## src/hdl/ifrt_ram.sv

```systemverilog
// Generic simple dual-port RAM: one write port, one registered read port.
// Read data holds while no read is enabled. No dependencies.
module ifrt_ram #(
   parameter int WIDTH = 8,
   parameter int DEPTH = 16
) (
   input  logic                                   clock,
   input  logic                                   wr_en,
   input  logic [(DEPTH > 1 ? $clog2(DEPTH) : 1)-1:0] wr_addr,
   input  logic [WIDTH-1:0]                       wr_data,
   input  logic                                   rd_en,
   input  logic [(DEPTH > 1 ? $clog2(DEPTH) : 1)-1:0] rd_addr,
   output logic [WIDTH-1:0]                       rd_data
);

   logic [WIDTH-1:0] mem_ff [DEPTH];
   logic [WIDTH-1:0] rd_data_ff;

   always_ff @(posedge clock) begin
      if (wr_en) begin
         mem_ff[wr_addr] <= wr_data;
      end
      if (rd_en) begin
         rd_data_ff <= mem_ff[rd_addr];
      end
   end

   assign rd_data = rd_data_ff;

endmodule

```

## config.mk

```make
export PLATFORM = sky130hd
export DESIGN_NAME = ifrt_ram
export DESIGN_NICKNAME = d
export VERILOG_FILES = /design/src/hdl/ifrt_ram.sv
export SDC_FILE = /design/constraint.sdc
export NUM_CORES = 1
export LEC_CHECK = 0
export BUFFER_PORTS_ARGS = -buffer_cell sky130_fd_sc_hd__buf_2
export CORE_MARGIN = 1.5
export CORE_UTILIZATION = 50
export DETAILED_ROUTE_END_ITERATION = 8
export GPL_TIMING_DRIVEN = 0
export PLACE_DENSITY = 0.71
export SLEW_MARGIN = 5
export SYNTH_ARGS = -nofsm -noshare
export SYNTH_HDL_FRONTEND = slang
export SYNTH_SLANG_ARGS = --single-unit
```

## constraint.sdc

```tcl
create_clock -name clock -period 4.85 [get_ports clock]
set_input_delay 0.97 -clock clock [delete_from_list [all_inputs] [get_ports clock]]
set_output_delay 0.97 -clock clock [all_outputs]
set_load 0.05 [all_outputs]
```

Yosys cells after proc, flatten, opt, wreduce, memory -nomap -nowiden. Memories as Yosys holds them, arrays and structs flattened. A register that Yosys moved wholly into a read port is not among the register bits. Index checks and enable logic that the tools add are counted.

Memory bits (read-only): 0. Output and inout bits: 8. Bits in registers: 0. Input bits: 19. Logic and storage cells: 3. Memories kept: 1. RAM bits: 128. Latch bits: 0.

Memory list: mem_ff (depth 16, width 8, read ports 1, clocked after Yosys merged registers in 1, write ports 1, RTL line 16) `logic [WIDTH-1:0] mem_ff [DEPTH];`.

Shift-type cells: 0. Eq/ne operators: 0. Reductions and logical operators: 0. Divide/modulo/power cells: 0. Mux-type cells: 2. Order comparisons: 0. Multipliers: 0. Bitwise logic cells: 0. $add $sub $neg: 0.

Operators by type and width (number): 1-bit 2-to-1 mux (2).

Logic depth before layout (Yosys ltp). Gate-level depths: netlist of run 1.

Depth after elaboration: 2. Mapped depth: 5. Gate-level depth less buffers: 3.

Worst setup path after synthesis of run 1. Ideal clock, no wire load.

Path kind: input to register. From: in wr_addr[2] (netlist bit). To: mem mem_ff[0][0], enable pin. Arrival: 2.080 ns. Stages: 2. Library setup time: 0.383 ns. Required time: 4.467 ns. Path slack: 2.387 ns. Cell sequence: or3b_2 -> nor3_1.

RTL lines: from (decl) (RTL line 9) `input logic [(DEPTH > 1 ? $clog2(DEPTH) : 1)-1:0] wr_addr,`; to (decl) (RTL line 16).

No word-level cell before the write port.

Worst setup path in the final report of run 1.
From: in wr_addr[2] (netlist bit). To: mem mem_ff[3][1], enable pin.

No word-level cell before the write port.

==> results of run 1 <==
==> final cells by class <==
class	count	area [sq um]
clock buffer	17	414
fill	713	4130
clock inverter	15	154
multi-input combinational	83	1070
sequential	136	4080
buffer	10	86.3
tap	136	170
timing repair buffer	25	125
==> path summary, 6_finish.rpt <==
kind         slack, ns  cells after the start                   start                     end
min               0.76                      3  mem_ff[8][1]$_DFFE_PP_    rd_data[1]$_DFFE_PP_
max               2.70                      3              wr_addr[2]  mem_ff[3][1]$_DFFE_PP_
max reg2reg       3.27                      3  mem_ff[5][0]$_DFFE_PP_    rd_data[0]$_DFFE_PP_
min reg2reg       0.76                      3  mem_ff[8][1]$_DFFE_PP_    rd_data[1]$_DFFE_PP_
==> kinds of logic (layout without fill, tap and decap cells) <==
logic type / Yosys count / count (layout) / share of synthesized area (%)
and+or+nand+nor: 35 / 35 / 3.14
muxes: 32 / 32 / 14.8
buffers and inverters: 10 / 67 / 1.65
AOI/OAI and AO/OA: 16 / 16 / 2.30
DFF: 136 / 136 / 78.1
==> metal layers <==
layer | vias to the layer above | global-route usage (%)
met5 | - | 0
met2 | 89 | 28.1
li1 | 1070 | -
met4 | 0 | 8.41
met1 | 1178 | 26.2
met3 | 17 | 4.89
==> worst reg2reg max path: cells and delay by family (launching register included) <==
| family | cells | cell delay [ns] |
|---|---|---|
| AND/OR/NAND/NOR | 1 | 0.12 |
| multiplexers | 1 | 0.55 |
| AO/OA/AOI/OAI | 1 | 0.28 |
| flip-flops | 1 | 0.37 |
==> cells in the final DEF, fill, tap and decap left out, types with 3 or more instances in the layout <==
cell	instances
a22oi_1	16
clkinv_4	3
mux4_1	14
nor2_1	13
nand2_1	9
edfxtp_1	136
buf_6	3
buf_2	28
clkdlybuf4s25_2	3
clkbuf_16	16
clkinvlp_4	5
mux4_2	18
==> metrics by stage <==
stage / hold slack (ns) / cell area, sq um / std cells / power (W)
6_report: 0.757 / 6100 / 422 / 0.00268
5_1_grt: 0.785 / 6100 / 422 / 0.00275
4_1_cts: 0.761 / 6090 / 422 / 0.00269
3_5_place_dp: 0.746 / 5520 / 390 / 0.00150
3_3_place_gp: 0.731 / 5520 / 390 / 0.00149
2_1_floorplan: 0.705 / 5230 / 229 / 0.00144
==> flip-flops by register name, summed over array words and instances (netlist names) <==
register and count:
rd_data 8, mem_ff 128
==> Yosys cell counts, drive strengths merged <==
| cell | instances | area (sq um) |
|---|---|---|
| a22oi | 16 | 120 |
| and2 | 1 | 6.26 |
| and2b | 1 | 7.51 |
| buf | 7 | 56.3 |
| clkdlybuf4s25 | 3 | 30.0 |
| edfxtp | 136 | 4080 |
| mux4 | 32 | 773 |
| nand2 | 9 | 33.8 |
| nand2b | 2 | 12.5 |
| nand3 | 1 | 5.00 |
| nand3b | 2 | 15.0 |
| nor2 | 13 | 48.8 |
| nor2b | 1 | 6.26 |
| nor3 | 4 | 20.0 |
| or3b | 1 | 8.76 |
==> report_power, final <==
| part | switching [W] | internal, W | total (W) |
|---|---|---|---|
| clock | 0.000476 | 0.000730 | 0.00121 |
| combinational | 0.0000908 | 0.0000511 | 0.000142 |
| sequential | 0.00000541 | 0.00132 | 0.00133 |
| total | 0.000572 | 0.00211 | 0.00268 |
==> key figures, run 1 <==
Timing
  • Period Utilization, post-route: 44.3%
  • PnR worst setup slack: 2.70 ns
  • Max Freq: 466 MHz
  • Hold Vio Cnt, Final: 0
  • Unrepaired setup endpoints after global routing: no
  • Clock Skews: 0.00651 ns
  • Max Slew Vio Count: 0
  • Finish-stage setup viols: 0
  • Least-Margin Pin Slew: 1.18 ns
  • Setup TNS: 0 ns
  • Crit path time final: 2.15 ns
  • Max_slew headroom: 20.5%

Clock network
  • CTS Hold Bufs: 0
  • Number of H-tree levels: 4
  • Max Root-Sink Buffers: 2
  • Clk root buf: clkbuf_8
  • Worst-path clk slew: 0.06 ns
  • CTS tree: yes
  • CTS Buf Count: 17
  • Post-cts sizing count: 0
  • Clock latency on the worst-skew pair: 0.52 ns
  • CTS sink cnt: 136
  • Post-CTS setup buffer count: 0

Final layout
  • Final nets: 292
  • Final Util: 59.6%
  • Antenna cells: 0
  • Share of cells above drive strength 1: 30.1%
  • Area Growth Syn to Fin: 16.7%

Drt
  • Final ANT Viol Nets: 0
  • TritonRoute pass-1 iters: 5
  • Highest routed metal layer: met4
  • Total wire length: 9.44 mm
  • Metal-1 WL: 4.12 mm
  • Via count: 2,354
  • Residual DRC count: 0
  • Average wire per standard cell: 22.4 um
  • DR vias/cell: 5.58
  • DRT iter0 DRCs: 173
  • Met2 Wirelength: 4.64 mm
  • Metal3 WL: 493 um

Synth
  • Yosys reg bits: 136
  • Syn. warnings: 0
  • Mapped cell area: 5230 sq um
  • Yosys cell types: 18
  • Post-Syn Instances: 229
  • Syn_nets: 248
  • Sequential-to-total area share from yosys stat: 78.1%
  • Synthesized area per cell: 22.8 sq um

Place
  • Placer Congestion: 0.709
  • Input/output buffers: 25
  • Pre-CTS setup slack: 1.79 ns
  • Post-DP HPWL: 5.92 mm

GRT
  • Wire length of the first global-routing pass: 14.0 mm
  • Vias in the first global route: 2,377
  • Largest net degree at the start of global routing: 17
  • Initial antenna violation count: 0
  • Gr ovfl total: 0
  • GRT Resource Usage Total: 18.7%

Critical path
  • Worst path bufs/invs: 1
  • Cell family with the largest share of critical-path delay: simple AND/OR/NAND/NOR gates
  • WP data arrival: 2.29 ns
  • Max FO, Critical Path: 8
  • Type of origin of the critical path: input pin
  • Setup CP Type: in -> reg
  • CP peak stage delay: 0.66 ns
  • CP max stage cell: nor2_1
  • Worst Path Required: 4.99 ns
  • Worst path cell trace: buf_2, or3b_2, nor2_1
  • Type of destination of the critical path: register

Power
  • Peak VDD IR: 0.209 mV
  • Power per cell area: 439 nW/um^2
  • Leak: 2.02 nW

Floorplanning
  • FP Rows: 37
  • Initial Util: 51.1%
  • Core ar.: 10,200 sq um
  • Area of the die: 11,100 sq um
  • Die extent in x: 105 um
  • IO Count: 27
  • Die height: 105 um

Run status
  • Status: completed

Flow run
  • MaxCap Viol Count: 0

Worst hold path
  • Hold Crit Class: reg -> reg
Note: power is estimated with default switching activity, not from simulation.
==> run 2: changes to the inputs <==
Settings changed: ABC_AREA set to 1.
Clock period 4.85 ns to 2 ns, I/O delays scaled along.
==> key figures, run 2 <==
Floorplanning
  • Area of the die: 12,400 sq um (+11%)
  • Die extent in x: 111 um (+5.6%)
  • Core ar.: 11,400 sq um (+12%)
  • Initial Util: 51.2% (+0.11 points)
  • IO Count: 27 (unchanged)
  • FP Rows: 39 (+5.4%)
  • Die height: 111 um (+5.6%)

Synth
  • Synth top cells by count: nand2_1, edfxtp_1, inv_1, nand3_1, nor2_1
  • Mapped cell area: 5850 sq um (+12%)
  • Synth Flop Type: edfxtp_1
  • Sequential-to-total area share from yosys stat: 69.8% (-8.3 points)
  • Synthesized area per cell: 10.6 sq um (-54%)
  • Ys async rst share: 0% (unchanged)
  • Yosys cell types: 11 (-7)
  • Post-Syn Instances: 551 (+140%)
  • Syn_nets: 570 (+130%)
  • Top cells by area, synth: edfxtp_1, nand2_1, nand3_1, inv_1, buf_6
  • Top-count cell post-synth: nand2_1
  • Yosys reg bits: 136 (unchanged)
  • EDFF count, synth: 136 (unchanged)
  • Area leader, netlist: edfxtp_1
  • Syn. warnings: 0 (unchanged)
  • Synth top area share: 69.8% (-8.3 points)

Power
  • Sequential power share: 46.2% (-3.5 points)
  • Psw: 0.00156 W (+170%)
  • Internal power: 0.00542 W (+160%)
  • Clk pwr share: 47.3% (+2.3 points)
  • Switching Share: 22.3% (+0.98 points)
  • Comb pwr share: 6.5% (+1.2 points)
  • Leak: 2.93 nW (+45%)
  • Power per cell area: 1030 nW/um^2 (+140%)
  • Peak VDD IR: 0.567 mV (+170%)

Drt
  • Highest routed metal layer: met4
  • Met2 Wirelength: 6.33 mm (+36%)
  • Via count: 3,966 (+68%)
  • Average wire per standard cell: 18.1 um (-19%)
  • Metal3 WL: 1.33 mm (+170%)
  • TritonRoute pass-1 iters: 7 (+2)
  • Metal-1 WL: 5.56 mm (+35%)
  • Total wire length: 13.5 mm (+43%)
  • Residual DRC count: 0 (unchanged)
  • DR vias/cell: 5.30 (-5.1%)
  • DRT iter0 DRCs: 377 (+120%)
  • Final ANT Viol Nets: 0 (unchanged)

Clock network
  • Clk root buf: clkbuf_16
  • CTS Buf Count: 17 (unchanged)
  • Number of H-tree levels: 4 (unchanged)
  • Clock latency on the worst-skew pair: 0.42 ns (-0.10 ns)
  • Max Root-Sink Buffers: 2 (unchanged)
  • CTS tree: yes
  • CTS sink cnt: 136 (unchanged)
  • Worst-path clk slew: 0.06 ns (about the same)
  • CTS Hold Bufs: 0 (unchanged)
  • Post-CTS setup buffer count: 0 (unchanged)
  • Post-cts sizing count: 0 (unchanged)

Timing
  • Period Utilization, post-route: 77.9%
  • Clock Skews: 0.00487 ns (-0.00164 ns)
  • Max_slew headroom: 29.5% (+9.0 points)
  • Hold Vio Cnt, Final: 0 (unchanged)
  • Least-Margin Pin Slew: 1.05 ns (-0.129 ns)
  • Unrepaired setup endpoints after global routing: no
  • Max Slew Vio Count: 0 (unchanged)
  • Max Freq: 642 MHz
  • Crit path time final: 1.56 ns
  • Finish-stage setup viols: 0 (unchanged)
  • Setup TNS: 0 ns (unchanged)

Final layout
  • Commonest non-fill, non-tap cell in the layout: nand2_1
  • Largest register FFs: 128 (unchanged)
  • Antenna cells: 0 (unchanged)
  • Area Growth Syn to Fin: 15.7%
  • Most frequent cells in the layout: nand2_1, edfxtp_1, inv_1
  • Final nets: 612 (+110%)
  • Largest Register: mem_ff
  • Final std cells w/o fill: 749 (+77%)
  • Share of cells above drive strength 1: 13.2% (-17 points)

GRT
  • Largest net degree at the start of global routing: 17 (unchanged)
  • Vias in the first global route: 3,670 (+54%)
  • Wire length of the first global-routing pass: 20.3 mm (+45%)
  • Gr ovfl total: 0 (unchanged)
  • GRT Resource Usage Total: 22.9% (+4.2 points)
  • Initial antenna violation count: 0 (unchanged)

Place
  • Post-DP HPWL: 8.81 mm (+49%)
  • Dpl cells: 717 (+84%)
  • Input/output buffers: 23 (-8.0%)
  • Placer Congestion: 0.917 (+29%)

Critical path
  • Worst Path Required: 2.04 ns (-2.95 ns)
  • CP max stage cell: nor2_1
  • Setup CP Type: in -> reg
  • CP peak stage delay: 0.84 ns (+0.18 ns)
  • Worst path cell trace: buf_2, nand3b_1, nor2_1
  • Max FO, Critical Path: 8 (unchanged)
  • WP data arrival: 1.59 ns (-0.70 ns)
  • Worst path bufs/invs: 1 (unchanged)
  • Type of destination of the critical path: register
  • Type of origin of the critical path: input pin
  • Cell family with the largest share of critical-path delay: simple AND/OR/NAND/NOR gates

Run status
  • Status: completed

Worst hold path
  • Hold Crit Class: in -> reg

Flow run
  • MaxCap Viol Count: 0 (unchanged)
run 2: changes by cell type after synthesis, moves of 2 or more:
cell and delta:
mux4_1 -14, nor3_1 -4, buf_6 +3, nand3_1 +96, nor2_1 +4, buf_2 +10, nand2b_1 -2, inv_2 +2
nand2_1 +164, mux4_2 -18, a22oi_1 -16, clkdlybuf4s25_2 -3, buf_4 +3, inv_1 +100
run 2: final timing paths:
path	from	end	slack (ns)	cells after the start
hold / removal	rd_en	rd_data[5]$_DFFE_PP_	0.32	1
setup reg to reg	mem_ff[1][4]$_DFFE_PP_	rd_data[4]$_DFFE_PP_	0.80	6
hold reg to reg	mem_ff[2][2]$_DFFE_PP_	rd_data[2]$_DFFE_PP_	0.81	6
setup / recovery	wr_addr[3]	mem_ff[4][3]$_DFFE_PP_	0.44	3
run 2: cell type report:
cell class,count,area [sq um]
fill,936,4650
inverter,102,383
sequential,136,4080
buffer,24,166
clock inverter,15,200
tap,143,179
timing repair buffer,23,115
multi-input combinational,289,1210
clock buffer,17,425
run 2: power groups by stage:
stage	Combinational, W	Clock, W	Sequential [W]
5_1_grt	0.000491	0.00345	0.00323
6_report	0.000456	0.00330	0.00323
2_1_floorplan	0.000225	0	0.00333
4_1_cts	0.000453	0.00332	0.00323
3_3_place_gp	0.000437	0	0.00328
3_5_place_dp	0.000448	0	0.00329
run 2: kinds of logic after synthesis:
group         share of synthesized area, %
buf+inv                               9.39
flops                                 69.8
simple gates                          20.8
run 2: per-layer routing:
layer | GRT usage (%) | vias to the layer above
li1 | - | 1868
met1 | 31.2 | 1853
met2 | 35.3 | 212
met3 | 5.25 | 33
met4 | 10.5 | 0
met5 | 0 | -
run 2: per-stage QoR:
stage | setup slack [ns] | util (%) | power [W] | instance area [sq um] | hold slack (ns)
3_3_place_gp | 0.0828 | 53.8 | 0.00372 | 6140 | 0.727
2_1_floorplan | 0.649 | - | 0.00356 | 5850 | 0.499
6_report | 0.442 | 59.3 | 0.00698 | 6770 | 0.316
3_5_place_dp | 0.00909 | 53.8 | 0.00373 | 6140 | 0.746
5_1_grt | 0.432 | 59.3 | 0.00717 | 6770 | 0.320
4_1_cts | 0.453 | 59.3 | 0.00700 | 6770 | 0.306
==> run 3: changes to the inputs <==
Settings changed: PLACE_DENSITY 0.71 to 0.74.
Clock period 2 ns to 1.4 ns, I/O delays scaled along.
==> key figures, run 3 (synthesized netlist as in run 2, its figures left out) <==
Final layout
  • Commonest non-fill, non-tap cell in the layout: nand2_1
  • Final Util: 58.2% (-1.1 points)
  • Most frequent cells in the layout: nand2_1, edfxtp_1, inv_1
  • Antenna cells: 0 (unchanged)
  • Multi-input gate area: 1220 sq um (+0.41%)
  • Largest Register: mem_ff
  • Filler Cell Count: 934 (-0.21%)
  • Final nets: 612 (unchanged)
  • Storage element area: 4080 sq um (unchanged)
  • Largest register FFs: 128 (unchanged)
  • Share of cells above drive strength 1: 12.6% (-0.64 points)
  • Area Growth Syn to Fin: 13.6%

Clock network
  • Max Root-Sink Buffers: 2 (unchanged)
  • CTS tree: yes
  • CTS sink cnt: 136 (unchanged)
  • CTS Hold Bufs: 0 (unchanged)
  • CTS Buf Count: 17 (unchanged)
  • Post-cts sizing count: 0 (unchanged)
  • Clk root buf: clkbuf_16
  • Number of H-tree levels: 4 (unchanged)
  • Worst-path clk slew: 0.06 ns (about the same)
  • Post-CTS setup buffer count: 0 (unchanged)
  • Clock latency on the worst-skew pair: 0.42 ns (about the same)

GRT
  • Met3 Use GR: 4.87% (-0.38 points)
  • Gr ovfl total: 0 (unchanged)
  • GR peak layer: met2
  • Met2 usage: 34.9% (-0.41 points)
  • Largest net degree at the start of global routing: 17 (unchanged)
  • Initial antenna violation count: 0 (unchanged)
  • Vias in the first global route: 3,849 (+4.9%)
  • GRT Resource Usage Total: 23.3% (+0.40 points)
  • Wire length of the first global-routing pass: 21.1 mm (+4.0%)
  • Met1 Track Usage GR: 32.0% (+0.78 points)

Place
  • Placer Congestion: 0.870 (-5.0%)
  • Post-DP HPWL: 8.90 mm (+0.94%)
  • Input/output buffers: 23 (unchanged)
  • Pre-CTS setup slack: -0.393 ns (-0.402 ns)

Critical path
  • Cell family with the largest share of critical-path delay: simple AND/OR/NAND/NOR gates
  • Worst path cell trace: buf_2, nand3b_1, nor2_1
  • Max FO, Critical Path: 8 (unchanged)
  • Reg-to-reg endpoint: rd_data[0]$_DFFE_PP_
  • Setup CP Type: in -> reg
  • CP max stage cell: nor2_1
  • Type of destination of the critical path: register
  • R2R Setup Slk: 0.22 ns (-0.58 ns)
  • RR Startpoint: mem_ff[13][0]$_DFFE_PP_
  • Crit path from: wr_addr[3]
  • CP peak stage delay: 0.72 ns (-0.12 ns)
  • Crit. path cell count: 3 (unchanged)
  • Worst Path Required: 1.44 ns (-0.60 ns)
  • Worst path bufs/invs: 1 (unchanged)
  • Type of origin of the critical path: input pin
  • Crit path to: mem_ff[6][1]$_DFFE_PP_
  • Worst R2R Path Depth: 6 (unchanged)
  • WP data arrival: 1.40 ns (-0.19 ns)

Drt
  • Final ANT Viol Nets: 0 (unchanged)
  • Via count: 4,011 (+1.1%)
  • DRT iter0 DRCs: 500 (+33%)
  • DR vias/cell: 5.36 (+1.3%)
  • Residual DRC count: 0 (unchanged)
  • Average wire per standard cell: 18.2 um (+0.47%)
  • TritonRoute pass-1 iters: 5 (-2)
  • Total wire length: 13.6 mm (+0.33%)

Floorplanning
  • Die extent in x: 111 um (unchanged)
  • FP Rows: 39 (unchanged)
  • Die height: 111 um (unchanged)
  • IO Count: 27 (unchanged)
  • Area of the die: 12,400 sq um (unchanged)
  • Initial Util: 51.2% (unchanged)
  • Core ar.: 11,400 sq um (unchanged)

Timing
  • Hold Vio Cnt, Final: 0 (unchanged)
  • Max_slew headroom: 42.0% (+12 points)
  • Max Freq: 738 MHz
  • Clock Skews: 0.00598 ns (+0.00111 ns)
  • PnR worst setup slack: 0.0447 ns (-0.397 ns)
  • Finish-stage setup viols: 0 (unchanged)
  • Unrepaired setup endpoints after global routing: no
  • Crit path time final: 1.36 ns
  • Max Slew Vio Count: 0 (unchanged)
  • Period Utilization, post-route: 96.8%
  • Least-Margin Pin Slew: 0.867 ns (-0.186 ns)

Worst hold path
  • Hold Crit Class: in -> reg
  • Worst Hold Path Cells: 1 (unchanged)
  • Min-delay src: rd_en

Flow run
  • MaxCap Viol Count: 0 (unchanged)

Power
  • Peak VDD IR: 0.825 mV (+45%)
  • Leak: 2.87 nW (-2.3%)
  • Power per cell area: 1370 nW/um^2 (+32%)

Run status
  • Status: completed
## run 3: layer usage
metal	vias up	wire length [um]
li1	1865	-
met3	36	1350
met1	1869	5610
met2	241	6100
met4	0	535
met5	-	0
## run 3: cell type report
class	instances	share of cell area (%)
plain buffers	24	2.51
clock buffers	20	6.57
clock inverters	11	0.904
inverters	102	5.76
multi-input cells	289	18.3
flip-flops and latches	136	61.5
well taps	143	2.69
repair buffers	23	1.73
## run 3: worst min-delay path by stage
stage                                   to
floorplan           mem_ff[0][0]$_DFFE_PP_
global placement      rd_data[0]$_DFFE_PP_
detailed placement    rd_data[0]$_DFFE_PP_
CTS                   rd_data[0]$_DFFE_PP_
global route          rd_data[0]$_DFFE_PP_
finish                rd_data[0]$_DFFE_PP_
## run 3: stage by stage
stage	hold WS (ns)	total power, W	area (sq um)	setup TNS [ns]	instances
final	0.195	0.00908	6640	0	748
after global routing	0.201	0.00932	6640	0	748
after CTS	0.194	0.00909	6640	0	748
after detailed placement	0.631	0.00533	6140	-33.09	717
after global placement	0.610	0.00531	6140	-27.27	717
after floorplan	0.379	0.00508	5850	0	551
## run 3: where the power goes
part	internal (W)	total, W	switching [W]	leakage, nW
registers	0.00459	0.00461	0.0000216	1.24
clock network	0.00221	0.00381	0.00160	0.240
logic	0.000172	0.000656	0.000484	1.39
